File: src/rtl/sbt_pkg.sv
// Types and constants for the statement bracket tracker.
`default_nettype none

package sbt_pkg;

    typedef logic [1:0] t_kind;

    localparam t_kind KIND_NONE  = 2'd0;
    localparam t_kind KIND_BRACE = 2'd1;
    localparam t_kind KIND_PAREN = 2'd2;
    localparam t_kind KIND_ANGLE = 2'd3;

    localparam logic [7:0] CH_LBRACE  = 8'h7B;
    localparam logic [7:0] CH_RBRACE  = 8'h7D;
    localparam logic [7:0] CH_LPAREN  = 8'h28;
    localparam logic [7:0] CH_RPAREN  = 8'h29;
    localparam logic [7:0] CH_LANGLE  = 8'h3C;
    localparam logic [7:0] CH_RANGLE  = 8'h3E;
    localparam logic [7:0] CH_BSLASH  = 8'h5C;
    localparam logic [7:0] CH_NEWLINE = 8'h0A;

    typedef enum logic [2:0] {
        ST_CONT     = 3'd0,
        ST_NEWLINE  = 3'd1,
        ST_EOI      = 3'd2,
        ST_EMPTY    = 3'd3,
        ST_OVERFLOW = 3'd4
    } t_status;

    typedef struct packed {
        logic [7:0] in_byte;
        logic       end_of_input;
    } t_in_item;

    typedef struct packed {
        logic [7:0] out_byte;
        logic       out_valid;
        t_status    status;
        logic [5:0] open_depth;
    } t_out_item;

    typedef struct packed {
        logic push;
        logic pop;
    } t_cell_ctl;

    function automatic t_kind opener_kind(input logic [7:0] c);
        t_kind k;
        k = KIND_NONE;
        if (c == CH_LBRACE) begin
            k = KIND_BRACE;
        end else if (c == CH_LPAREN) begin
            k = KIND_PAREN;
        end else if (c == CH_LANGLE) begin
            k = KIND_ANGLE;
        end
        return k;
    endfunction

endpackage

`default_nettype wire

File: src/rtl/sbt_cell.sv
// One stack cell: holds a bracket kind, shifts down on push and up on pop.
`default_nettype none

module sbt_cell (
    input  wire                  i_clk,
    input  sbt_pkg::t_cell_ctl   i_ctl,
    input  sbt_pkg::t_kind       i_push_kind,
    input  sbt_pkg::t_kind       i_pop_kind,
    output sbt_pkg::t_kind       o_kind
);

    sbt_pkg::t_kind r_kind;
    sbt_pkg::t_kind n_kind;

    always_comb begin
        n_kind = r_kind;
        if (i_ctl.push) begin
            n_kind = i_push_kind;
        end else if (i_ctl.pop) begin
            n_kind = i_pop_kind;
        end
    end

    // payload only, no reset
    always_ff @(posedge i_clk) begin
        r_kind <= n_kind;
    end

    assign o_kind = r_kind;

endmodule

`default_nettype wire

File: src/rtl/sbt_out_buf.sv
// Output register with skid stage for result items.
`default_nettype none

module sbt_out_buf (
    input  wire                 i_clk,
    input  wire                 i_rst_n,
    input  wire                 i_load,
    input  sbt_pkg::t_out_item  i_data,
    output logic                o_full,
    output logic                o_valid,
    input  wire                 i_stall,
    output sbt_pkg::t_out_item  o_data
);

    logic               r_out_v;
    logic               r_skid_v;
    sbt_pkg::t_out_item r_out;
    sbt_pkg::t_out_item r_skid;
    logic               w_take;

    assign w_take = r_out_v && !i_stall;

    always_ff @(posedge i_clk) begin
        if (!i_rst_n) begin
            r_out_v  <= 1'b0;
            r_skid_v <= 1'b0;
        end else if (r_skid_v) begin
            // drain skid into output register
            if (w_take) begin
                r_skid_v <= 1'b0;
            end
        end else if (i_load) begin
            if (!r_out_v || w_take) begin
                r_out_v <= 1'b1;
            end else begin
                r_skid_v <= 1'b1;
            end
        end else if (w_take) begin
            r_out_v <= 1'b0;
        end
    end

    always_ff @(posedge i_clk) begin
        if (r_skid_v) begin
            if (w_take) begin
                r_out <= r_skid;
            end
        end else if (i_load) begin
            if (!r_out_v || w_take) begin
                r_out <= i_data;
            end else begin
                r_skid <= i_data;
            end
        end
    end

    assign o_full  = r_skid_v;
    assign o_valid = r_out_v;
    assign o_data  = r_out;

endmodule

`default_nettype wire

File: src/rtl/statement_bracket_tracker_unit.sv
// Statement bracket tracker top level: step logic, cell-chain stack, output buffer.
// The result for an accepted input item is registered in the output register, or in its skid stage when that is held.
// Throughput: one item per cycle while o_stall is low; each item does one push or pop on the cell chain,
//   whose top cell alone feeds the step logic, so the next item needs no wait.
// Input stalls only when the output register and its skid stage are both full.
// Reset (i_rst_n low, synchronous) clears depth, escape and started flags and the
//   output buffer; stack cells keep stale kinds, never read below depth.
`default_nettype none

module statement_bracket_tracker_unit #(
    parameter int MAX_NEST = 32
) (
    input  wire                 i_clk,
    input  wire                 i_rst_n,
    input  wire                 i_valid,
    output logic                o_stall,
    input  sbt_pkg::t_in_item   i_item,
    output logic                o_valid,
    input  wire                 i_stall,
    output sbt_pkg::t_out_item  o_item
);

    localparam int DW = $clog2(MAX_NEST + 1);

    // Statement state
    logic [DW-1:0] r_depth;
    logic [DW-1:0] n_depth;
    logic          r_esc;
    logic          n_esc;
    logic          r_started;
    logic          n_started;

    // Stack chain: cell 0 is the top of stack
    sbt_pkg::t_kind     w_kind [MAX_NEST];
    sbt_pkg::t_kind     w_new_kind;
    sbt_pkg::t_cell_ctl w_ctl;

    // Step result
    sbt_pkg::t_out_item w_res;
    logic               w_accept;
    logic               w_full;
    logic [DW+5:0]      w_depth_ext;

    assign w_accept = i_valid && !w_full;
    assign o_stall  = w_full;

    // Step logic: decide push/pop, next flags and the result item
    always_comb begin
        sbt_pkg::t_kind k;
        logic [7:0]     c;
        logic           pop;
        logic           clr;
        c          = i_item.in_byte;
        k          = sbt_pkg::KIND_NONE;
        pop        = 1'b0;
        clr        = 1'b0;
        n_depth    = r_depth;
        n_esc      = r_esc;
        n_started  = r_started;
        w_new_kind = sbt_pkg::KIND_NONE;
        w_ctl      = '0;
        w_res      = '0;
        w_res.status = sbt_pkg::ST_CONT;

        if (i_item.end_of_input) begin
            // end of stream: drop any pending escape, report empty or ended
            clr          = 1'b1;
            w_res.status = r_started ? sbt_pkg::ST_EOI : sbt_pkg::ST_EMPTY;
        end else begin
            n_started = 1'b1;
            if (r_esc) begin
                // escaped byte skips bracket checks
                n_esc = 1'b0;
            end else if (r_depth == '0) begin
                k = sbt_pkg::opener_kind(c);
                if (k == sbt_pkg::KIND_NONE && c == sbt_pkg::CH_BSLASH) begin
                    n_esc = 1'b1;
                end
            end else begin
                unique case (w_kind[0])
                    sbt_pkg::KIND_BRACE: begin
                        if (c == sbt_pkg::CH_RBRACE) begin
                            pop = 1'b1;
                        end else begin
                            k = sbt_pkg::opener_kind(c);
                        end
                    end
                    sbt_pkg::KIND_PAREN: begin
                        if (c == sbt_pkg::CH_RPAREN) begin
                            pop = 1'b1;
                        end else if (c == sbt_pkg::CH_LPAREN) begin
                            k = sbt_pkg::KIND_PAREN;
                        end else if (c == sbt_pkg::CH_BSLASH) begin
                            n_esc = 1'b1;
                        end
                    end
                    sbt_pkg::KIND_ANGLE: begin
                        if (c == sbt_pkg::CH_RANGLE) begin
                            pop = 1'b1;
                        end
                    end
                    default: begin
                        // empty kind never sits below the depth
                    end
                endcase
            end

            if (k != sbt_pkg::KIND_NONE && r_depth == DW'(MAX_NEST)) begin
                // push into a full stack: flag overflow, drop the byte
                clr          = 1'b1;
                w_res.status = sbt_pkg::ST_OVERFLOW;
            end else begin
                if (k != sbt_pkg::KIND_NONE) begin
                    w_ctl.push = 1'b1;
                    w_new_kind = k;
                    n_depth    = r_depth + DW'(1);
                end else if (pop) begin
                    w_ctl.pop = 1'b1;
                    n_depth   = r_depth - DW'(1);
                end
                if (c == sbt_pkg::CH_NEWLINE && n_depth == '0) begin
                    // newline at depth zero ends the statement, not forwarded
                    clr          = 1'b1;
                    w_res.status = sbt_pkg::ST_NEWLINE;
                end else begin
                    w_res.out_byte  = c;
                    w_res.out_valid = 1'b1;
                end
            end
        end

        if (clr) begin
            n_depth   = '0;
            n_esc     = 1'b0;
            n_started = 1'b0;
        end

        // report depth only while the statement continues
        w_depth_ext      = {6'd0, clr ? {DW{1'b0}} : n_depth};
        w_res.open_depth = w_depth_ext[5:0];

        // only move the stack for an accepted item
        if (!w_accept) begin
            w_ctl = '0;
        end
    end

    always_ff @(posedge i_clk) begin
        if (!i_rst_n) begin
            r_depth   <= '0;
            r_esc     <= 1'b0;
            r_started <= 1'b0;
        end else if (w_accept) begin
            r_depth   <= n_depth;
            r_esc     <= n_esc;
            r_started <= n_started;
        end
    end

    // Cell chain: push shifts toward the bottom, pop shifts toward the top
    for (genvar g = 0; g < MAX_NEST; g++) begin : g_cell
        sbt_pkg::t_kind w_push_in;
        sbt_pkg::t_kind w_pop_in;
        if (g == 0) begin : g_top
            assign w_push_in = w_new_kind;
        end else begin : g_mid
            assign w_push_in = w_kind[g-1];
        end
        if (g == MAX_NEST - 1) begin : g_bot
            assign w_pop_in = sbt_pkg::KIND_NONE;
        end else begin : g_nxt
            assign w_pop_in = w_kind[g+1];
        end
        sbt_cell u_cell (
            .i_clk       (i_clk),
            .i_ctl       (w_ctl),
            .i_push_kind (w_push_in),
            .i_pop_kind  (w_pop_in),
            .o_kind      (w_kind[g])
        );
    end

    sbt_out_buf u_out_buf (
        .i_clk   (i_clk),
        .i_rst_n (i_rst_n),
        .i_load  (w_accept),
        .i_data  (w_res),
        .o_full  (w_full),
        .o_valid (o_valid),
        .i_stall (i_stall),
        .o_data  (o_item)
    );

endmodule

`default_nettype wire

File: config.mk
export PLATFORM = sky130hd
export DESIGN_NAME = statement_bracket_tracker_unit
export DESIGN_NICKNAME = d
export VERILOG_FILES = /design/src/rtl/sbt_pkg.sv /design/src/rtl/sbt_cell.sv /design/src/rtl/sbt_out_buf.sv /design/src/rtl/statement_bracket_tracker_unit.sv
export SDC_FILE = /design/constraint.sdc
export NUM_CORES = 1
export LEC_CHECK = 0
export BUFFER_PORTS_ARGS = -buffer_cell sky130_fd_sc_hd__buf_2
export CAP_MARGIN = 40
export CORE_AREA = 2 2 106 108
export CTS_BUF_LIST = sky130_fd_sc_hd__clkbuf_4 sky130_fd_sc_hd__clkbuf_8
export CTS_CLUSTER_SIZE = 10
export DETAILED_ROUTE_END_ITERATION = 7
export DIE_AREA = 0 0 108 110
export GPL_TIMING_DRIVEN = 0
export PLACE_DENSITY = 0.7
export SYNTH_ARGS = -nofsm -noshare
export SYNTH_HDL_FRONTEND = slang
export SYNTH_SLANG_ARGS = --single-unit
File: constraint.sdc
create_clock -name i_clk -period 9.3 [get_ports i_clk]
set_input_delay 0.93 -clock i_clk [delete_from_list [all_inputs] [get_ports i_clk]]
set_output_delay 0.93 -clock i_clk [all_outputs]
set_load 0.05 [all_outputs]
## After elaboration in Yosys (flattened, before gate mapping)

Index checks and enable logic that the tools add are counted.

| cells by class | value |
|---|---|
| muxes and demuxes | 133 |
| reduce and logical (&&, ||, !) cells | 21 |
| eq/ne operators | 15 |
| $add $sub $neg | 2 |
| bitwise gates (word level) | 2 |

Operators with widths:

| cell | number |
|---|---|
| 2-bit two-way mux | 82 |
| 18-bit two-way mux | 4 |
| 6-bit two-way mux | 8 |
| 8-bit by 6-bit == test with 1-bit output, second input constant | 4 |
| 1-bit two-way mux | 32 |
| 9-bit two-way mux | 3 |
| 8-bit by 7-bit == test with 1-bit output, second input constant | 3 |
| 6-bit logical NOT | 2 |
| 2-bit nonzero test | 5 |
| 3-bit AND reduction | 3 |
| 8-bit by 4-bit == test with 1-bit output, second input constant | 1 |
| 6-bit by 1-bit adder with 6-bit output, second input constant | 1 |
| 6-bit == test, second input constant | 1 |
| 3-bit two-way mux | 2 |
| 6-bit by 1-bit subtractor with 6-bit output, second input constant | 1 |
| 1-bit logical AND | 5 |
| 2-bit == test, second input constant | 2 |
| 2-bit != test, second input constant | 2 |
| 2-bit one-hot mux with 2 select lines | 1 |
| 1-bit logical NOT | 3 |
| 1-bit one-hot mux with 3 select lines | 1 |
| 2-bit by 1-bit == test with 1-bit output, second input constant | 1 |
| 2-bit logical NOT | 1 |
| 2-bit by 1-bit != test with 1-bit output, second input constant | 1 |
| other kinds (3) | 4 |

| word-level totals | value |
|---|---|
| output and inout bits | 20 |
| input bits | 13 |
| word-level logic and storage cells | 218 |
| register bits after elaboration | 110 |

## Longest topological paths before layout

Gate-level depths: netlist of run 1.

| logic depth | value |
|---|---|
| depth after elaboration | 24 |
| depth in mapped cells | 11 |
| depth with buffers taken out | 10 |

## Hierarchy

A second synthesis of run 1 with hierarchy kept.

| unflattened totals | value |
|---|---|
| cell total of the unflattened synthesis | 392 |
| area total of the unflattened synthesis | 5526.6 um^2 |

By module, submodules not included:

| module | cells an instance | seq. area each (um^2) | area an instance (um^2) | times used |
|---|---|---|---|---|
| sbt_cell | 5 | 60.1 | 88.8 | 32 |
| sbt_out_buf | 69 | 1121.1 | 1483.9 | 1 |
| statement_bracket_tracker_unit | 163 | 160.2 | 1199.9 | 1 |

## Least setup slack after synthesis of run 1

No wires, ideal clock.

| timing | value |
|---|---|
| kind | input to register |
| start | in i_item[3] in the netlist's numbering |
| end | reg g_cell[0].u_cell.r_kind[0], enable pin |
| cell stages on the path | 7 |
| path slack | 2180 ps |
| arrival time | 6555 ps |
| required time | 8736 ps |
| buffers on the path | 1 |
| setup time | 564 ps |
| cell sequence | buf_2 > nand3_1 > o311ai_1 > a21oi_4 > o21bai_1 > nand2_1 > nor3_1 |

| between the ends | value |
|---|---|
| longest elaborated chain between the ends | 16 |
| elaborated cells between the ends (all ways) | 35 |
| classes of those cells | eq/ne (6); mux (26); reduce/logical (3) |

RTL lines:

| item | RTL line | RTL |
|---|---|---|
| start, declared | statement_bracket_tracker_unit.sv:17 | `input sbt_pkg::t_in_item i_item,` |
| 8-bit by 6-bit == test with 1-bit output | sbt_pkg.sv:54 | `end else if (c == CH_LANGLE) begin` |
| 2-bit two-way mux | sbt_pkg.sv:54 |  |
| 2-bit two-way mux | sbt_pkg.sv:52 | `end else if (c == CH_LPAREN) begin` |
| 2-bit two-way mux | sbt_pkg.sv:50 | `if (c == CH_LBRACE) begin` |
| 2-bit two-way mux | statement_bracket_tracker_unit.sv:74 | `end else if (r_depth == '0) begin` |
| 2-bit two-way mux | statement_bracket_tracker_unit.sv:71 | `if (r_esc) begin` |
| 2-bit two-way mux | statement_bracket_tracker_unit.sv:65 | `if (i_item.end_of_input) begin` |
| 2-bit two-way mux | statement_bracket_tracker_unit.sv:74 |  |
| 2-bit two-way mux | statement_bracket_tracker_unit.sv:71 |  |
| 2-bit two-way mux | statement_bracket_tracker_unit.sv:65 |  |
| 2-bit nonzero test | statement_bracket_tracker_unit.sv:108, statement_bracket_tracker_unit.sv:113 |  |
| 1-bit two-way mux or 1-bit logical AND (tied branches) | statement_bracket_tracker_unit.sv:113, statement_bracket_tracker_unit.sv:108 |  |
| 2-bit two-way mux * | statement_bracket_tracker_unit.sv:108 | `if (k != sbt_pkg::KIND_NONE && r_depth == DW'(MAX_NEST)) begin` |
| 2-bit two-way mux * | statement_bracket_tracker_unit.sv:65 |  |
| 2-bit two-way mux * | statement_bracket_tracker_unit.sv:143 | `if (!w_accept) begin` |
| 2-bit nonzero test (no line) * | n/a |  |
| end signal, assigned | sbt_cell.sv:26 | `r_kind <= n_kind;` |
| end, declared | sbt_cell.sv:12 | `sbt_pkg::t_kind r_kind;` |

Every way passes the cells marked *; elsewhere a longest branch is shown, timed or not. The select of a mux whose other input is x is not followed.
A chain may end at the register's enable or synchronous reset.

## Worst setup path after layout of run 1

| timing | value |
|---|---|
| start | in i_item[2] in the netlist's numbering |
| end | reg g_cell[10].u_cell.r_kind[1], enable pin |

| between the ends | value |
|---|---|
| longest elaborated chain between the ends | 16 |
| elaborated cells between the ends (all ways) | 35 |
| classes of those cells | eq/ne (6); mux (26); reduce/logical (3) |

RTL lines:

| item | RTL line |
|---|---|
| 8-bit by 6-bit == test with 1-bit output | sbt_pkg.sv:54 |
| 2-bit two-way mux | sbt_pkg.sv:54 |
| 2-bit two-way mux | sbt_pkg.sv:52 |
| 2-bit two-way mux | sbt_pkg.sv:50 |
| 2-bit two-way mux | statement_bracket_tracker_unit.sv:74 |
| 2-bit two-way mux | statement_bracket_tracker_unit.sv:71 |
| 2-bit two-way mux | statement_bracket_tracker_unit.sv:65 |
| 2-bit two-way mux | statement_bracket_tracker_unit.sv:74 |
| 2-bit two-way mux | statement_bracket_tracker_unit.sv:71 |
| 2-bit two-way mux | statement_bracket_tracker_unit.sv:65 |
| 2-bit nonzero test | statement_bracket_tracker_unit.sv:108, statement_bracket_tracker_unit.sv:113 |
| 1-bit two-way mux or 1-bit logical AND (tied branches) | statement_bracket_tracker_unit.sv:113, statement_bracket_tracker_unit.sv:108 |
| 2-bit two-way mux * | statement_bracket_tracker_unit.sv:108 |
| 2-bit two-way mux * | statement_bracket_tracker_unit.sv:65 |
| 2-bit two-way mux * | statement_bracket_tracker_unit.sv:143 |
| 2-bit nonzero test (no line) * | n/a |
| end signal, assigned | sbt_cell.sv:26 |
| end, declared | sbt_cell.sv:12 |

Marked as above.

==> results of run 1 <==
## per-stage QoR
step                      instance area (um^2)  hold WS, ps  setup slack, ps  instances  utilization [%]
final                                     5810          524             5560        568             54.3
after global routing                      5810          569             5350        568             54.3
after CTS                                 5810          532             5540        568             54.3
after detailed placement                  5640          509             5170        553             52.7
after global placement                    5560          507              301        546             52.0
after floorplan                           5240          487             2180        377                -
## worst min-delay path, delay by kind of cell, from the launching register on
family / cells / cell delay, ps
flip-flops: 1 / 330
AND/OR/NAND/NOR: 1 / 50
AO/OA/AOI/OAI: 1 / 50
## routing by layer
metal,global-route usage (%),vias to the layer above,wire length (um)
li1,-,1529,-
met1,20.3,1549,4180
met2,29.3,43,4630
met3,3.06,9,254
met4,5.31,0,101
met5,0,-,0
## placed cells by master (no fill, tap or decap), types with 8 or more instances in the layout
master    netlist  final
and3_1          9      9
nand2_1        26     26
nor2_1         10     10
edfxtp_1      100    100
clkbuf_1        8      8
clkbuf_8        0      9
mux2_2         64     64
dfxtp_1        10     10
buf_2          11     40
and2_1         26     26
inv_1           9      9
## cells by family after synthesis
| family | synth area share [%] |
|---|---|
| compound gates | 9.14 |
| xor+xnor | 0.501 |
| fa+ha+maj | 1.67 |
| buf+inv | 2.55 |
| flops | 61.1 |
| mux | 13.8 |
| simple gates | 11.3 |
## area by class of cell
type,count,area share [%]
Sequential cell,110,55.1
Clock inverter,6,0.797
Inverter,10,0.646
Multi-Input combinational cell,237,32.9
Clock buffer,9,2.13
Buffer,20,1.66
Tap cell,140,3.02
Timing Repair Buffer,36,3.66
## flip-flops by register name (all words and copies together) (netlist names)
signal,count
u_out_buf.r_skid,18
u_out_buf.o_data,18
u_out_buf.o_valid,1
r_started,1
g_cell.u_cell.o_kind,64
r_depth,6
u_out_buf.o_full,1
r_esc,1
## power groups by stage
stage,Clock [W],Combinational [W],Sequential [W]
after floorplan,0,0.0000255,0.000586
after global placement,0,0.0000674,0.000560
after detailed placement,0,0.0000706,0.000560
after CTS,0.000268,0.0000707,0.000548
after global routing,0.000287,0.0000754,0.000550
final,0.000259,0.0000704,0.000548
## worst min path at each step
stage          depth (start not counted)             endpoint  slack (ps)           startpoint
2_1_floorplan                          2  u_out_buf.o_data[4]         490  u_out_buf.r_skid[4]
3_3_place_gp                           2  u_out_buf.o_data[4]         510  u_out_buf.r_skid[4]
3_5_place_dp                           2  u_out_buf.o_data[3]         510  u_out_buf.r_skid[3]
4_1_cts                                2  u_out_buf.o_data[3]         530  u_out_buf.r_skid[3]
5_1_grt                                2  u_out_buf.o_data[7]         570  u_out_buf.r_skid[7]
6_report                               2  u_out_buf.o_data[3]         520  u_out_buf.r_skid[3]
==> impl_metrics.yaml, run 1 <==
worst_setup_path:
  crit_fanout: 13
  crit_path_end: "g_cell[10].u_cell.o_kind[1]"
  startpoint: "i_item[2]"
  critical_path_cell_count: 12
  startpoint_type: "input pin"
  cp.required_ps: 9370
  worst-path-buf-inv: 7
  crit_chain: "buf_2 -> clkbuf_1 -> o311ai_1 -> a21oi_4 -> o21bai_1 -> nand2_1 -> nor3_2 -> buf_4 -> buf_4 -> buf_6 -> buf_6 -> buf_4"
  rr_worst_depth: 13
  cp-end-kind: "flop"
  crit_top_cell: "buf_4"
  r2r-end: "g_cell[10].u_cell.o_kind[1]"
  cp_data_arrival_time_ps: 3810
  rrSetupSlack_ps: 5650
  critical_path.top_delay_family: "buffers and inverters"
  r2r_start: "r_depth[0]"
  cp_slowest_cell: "o311ai_1"
  crit_path_max_incr_delay_ps: 570
  path_class: "input pin to flop"
sta:
  fin_skew_ps: 8.48
  tns_ps: 0
  maxSlewViolCount: 0
  period_minus_slack_ps: 3740
  timing.fmax_mhz: 267
  tightestPinTransition_ps: 846
  finalCritPeriodShare_pct: 40.2
  rsz0062_at_grt: "false"
  slew_headroom_pct: 43.6
  finalSetupViolCount: 0
  finalHoldViolCount: 0
pwr:
  finalPower_w: 0.000877
  cellPowerDensity_nw_per_um2: 151
  switchingPower_w: 0.000215
  comb_power_share_pct: 8.0
  leakage_nw: 2.02
  swShare_pct: 24.5
  p_clk_share_pct: 29.5
  internal-power_w: 0.000663
  ir_drop_v: 0.000103
  seq_power_share_pct: 62.5
layout:
  regArea_um2: 3200
  area_growth_pct: 10.8
  drive_gt1_share_pct: 33.6
  multi_input_area_um2: 1910
  nets: 444
  fillers: 904
  diodes: 0
cts:
  cts_tree: "done"
  ctsHtreeMaxLevel: 3
  cts_hold_buf: 0
  clock_path_buffers: 2
  clock_tree.root_cell: "clkbuf_8"
  cts.sinks: 110
  insertion_delay_ps: 360
  post-cts-setup-buffers: 0
  cts_made_buffers: 9
  ctsResizeCount: 0
  clk_pin_slew_worst_paths_ps: 100
floorplan:
  die_area_um2: 11900
  start_util_pct: 49.0
  io_pins: 33
  die_x_um: 108
  rows: 38
  coreArea_um2: 10700
  die_h_um: 110
synthesis:
  synthTopCellsByArea: "edfxtp_1 57%, mux2_2 14%, dfxtp_1 3.8%"
  ys_top_cells_by_count: "100 x edfxtp_1, 64 x mux2_2, 26 x and2_1, 26 x nand2_1, 11 x buf_2"
  synth_most_common_cell: "edfxtp_1"
  yosys_warnings: 0
  syn_area_per_cell_um2: 13.9
  synth-async-reset-ratio_pct: 0
  yosysSeqAreaShare_pct: 61.1
  synthesis.nets: 397
  synth_edf_count: 100
  synth_top_area_cell: "edfxtp_1"
  synth_top_area_share_pct: 57.3
  ys_types: 53
  synth-seq-cells: 110
  synth_area_um2: 5240
  syn_inst: 377
  ys.flop_type: "edfxtp_1"
placement:
  place.gp.congestion: 0.822
  port_buffers: 29
  post-dp-hpwl_um: 6570
grt:
  grt_pass1_vias: 3142
  antenna_found_initial: 0
  gr-total-overflow: 0
  grt_max_degree: 19
  grtUsageTotal_pct: 16.5
  grt_pass1_wl_um: 15300
drt:
  first_pass_iters: 4
  drc_errors: 0
  ant_nets: 0
  drt-total-wl_um: 9170
  routed_via_density: 5.51
  drt_iter0_drc: 108
  wl_per_cell_um: 16.1
  vias: 3130
hold_path:
  hold_class: "flop to flop"
job:
  max_cap_violations: 0
run_status:
  status: "finished, final reports clean"
No activity file was read; power rests on OpenSTA's default activity.
==> inputs of run 2 (changes only) <==
- PLACE_DENSITY: 0.7 -> 0.73
- clock period: 9.3 -> 3.3 ns (I/O delays scaled with it)
==> impl_metrics.yaml, run 2 (same netlist as run 1, synthesis figures left out) <==
run_status:
  status: "finished, final reports clean"
worst_setup_path:
  cp_data_arrival_time_ps: 3300
  cp-end-kind: "flop"
  path_class: "flop to flop"
  cp.required_ps: 3440
  crit_fanout: 9
  startpoint_type: "flop"
layout:
  largest_register_ffs: 64
  area_growth_pct: 15.9
  nets: 450
  fin_util_pct: 56.8
  drive_gt1_share_pct: 37.7
  diodes: 0
  final_common_cell: "edfxtp_1"
  final_cell_mix: "100 x edfxtp_1, 64 x mux2_2, 34 x buf_2"
hold_path:
  hold_class: "input pin to flop"
grt:
  met1_usage_pct: 21.3
  antenna_found_initial: 0
  grt_max_degree: 20
  gr-total-overflow: 0
  met3_usage_pct: 3.29
  met2_usage_pct: 30.6
  grt_pass1_vias: 3271
  busiest_layer: "met2"
  grt_pass1_wl_um: 16100
  grtUsageTotal_pct: 17.3
sta:
  fin_skew_ps: 18.7
  maxSlewViolCount: 0
  rsz0062_at_grt: "false"
  period_minus_slack_ps: 3160
  finalSetupViolCount: 0
  tightestPinTransition_ps: 830
  tns_ps: 0
  finalCritPeriodShare_pct: 95.8
  slew_headroom_pct: 44.7
  finalHoldViolCount: 0
  fin_hold_ws_ps: 179
  setup_slack_ps: 140
  timing.fmax_mhz: 316
floorplan:
  die_h_um: 110
  coreArea_um2: 10700
  io_pins: 33
  die_area_um2: 11900
  die_x_um: 108
  start_util_pct: 49.0
  rows: 38
cts:
  cts_hold_buf: 0
  clk_pin_slew_worst_paths_ps: 120
  clock_tree.root_cell: "clkbuf_8"
  ctsHtreeMaxLevel: 3
  cts_made_buffers: 9
  clock_path_buffers: 2
  insertion_delay_ps: 380
  cts_tree: "done"
  cts.sinks: 110
pwr:
  comb_power_share_pct: 7.7
  cellPowerDensity_nw_per_um2: 440
  seq_power_share_pct: 57.8
  switchingPower_w: 0.000641
  leakage_nw: 2.11
  p_clk_share_pct: 34.5
  internal-power_w: 0.00203
  ir_drop_v: 0.000311
  swShare_pct: 24.0
drt:
  vias: 3251
  drt_iter0_drc: 133
  first_pass_iters: 4
  drt-total-wl_um: 9750
  routed_via_density: 5.65
  drc_errors: 0
  ant_nets: 0
  wl_per_cell_um: 17.0
placement:
  port_buffers: 29
  pre_cts_ws_ps: -56.7
  post-dp-hpwl_um: 6790
  place.gp.congestion: 0.806
job:
  max_cap_violations: 0
[run 2: changes by cell type in the layout (fill, tap and decap cells not counted), sizes merged]
| cell | change |
|---|---|
| inv | +1 |
| clkinv | -1 |
| clkinvlp | -1 |
| clkbuf | +5 |
| buf | +1 |
| bufinv | +2 |
[run 2: per-stage QoR]
| step | cell area [um^2] | power (W) | std cells |
|---|---|---|---|
| 2_1_floorplan | 5310 | 0.00172 | 377 |
| 3_3_place_gp | 5630 | 0.00177 | 546 |
| 3_5_place_dp | 5740 | 0.00178 | 551 |
| 4_1_cts | 5970 | 0.00269 | 568 |
| 5_1_grt | 6070 | 0.00277 | 575 |
| 6_report | 6070 | 0.00268 | 575 |
[run 2: worst paths after layout]
check                                          from                  end  slack (ps)  cells after the start
worst max-delay path                     r_depth[0]  u_out_buf.o_data[9]         140                     11
worst min-delay path                      i_item[0]  u_out_buf.r_skid[7]         180                      1
worst max register to register           r_depth[0]  u_out_buf.o_data[9]         140                     11
worst min register to register  u_out_buf.r_skid[4]  u_out_buf.o_data[4]         530                      2
[run 2: metal layers]
metal / routed length [um] / vias to the layer above
met2: 4930 / 57
met1: 4380 / 1630
li1: - / 1552
met3: 316 / 12
met4: 131 / 0
met5: 0 / -
[run 2: worst max-delay path, cell delays in order (launching register included)]
cell       delay, ps
dfxtp_2          380
inv_2             90
ha_1             150
or4b_4           520
o2111ai_4        230
o21ai_4          140
o21a_1           210
or3_4            390
a211oi_2         260
a21oi_2          130
buf_4            170
mux2_2           270
[run 2: cell type report]
cell class                      instances  area, um^2
Clock buffer                            9         124
Inverter                               10        37.5
Multi-Input combinational cell        237        2010
Fill cell                             877        4620
Clock inverter                          7         104
Timing Repair Buffer                   43         313
Tap cell                              140         175
Sequential cell                       110        3210
Buffer                                 19         108
[run 2: what timing repair did]
action | in CTS | in global routing
setup endpoints to repair | 18 | 85
gates resized for setup | 0 | 13
buffers inserted | 1 | 8
pin swaps | 1 | 5
[run 2: power by group through the flow]
stage	combinational [W]	sequential, W	clock (W)
final	0.000206	0.00155	0.000924
after global routing	0.000219	0.00155	0.00100
after CTS	0.000204	0.00155	0.000944
after detailed placement	0.000203	0.00158	0
after global placement	0.000193	0.00158	0
after floorplan	0.0000741	0.00165	0
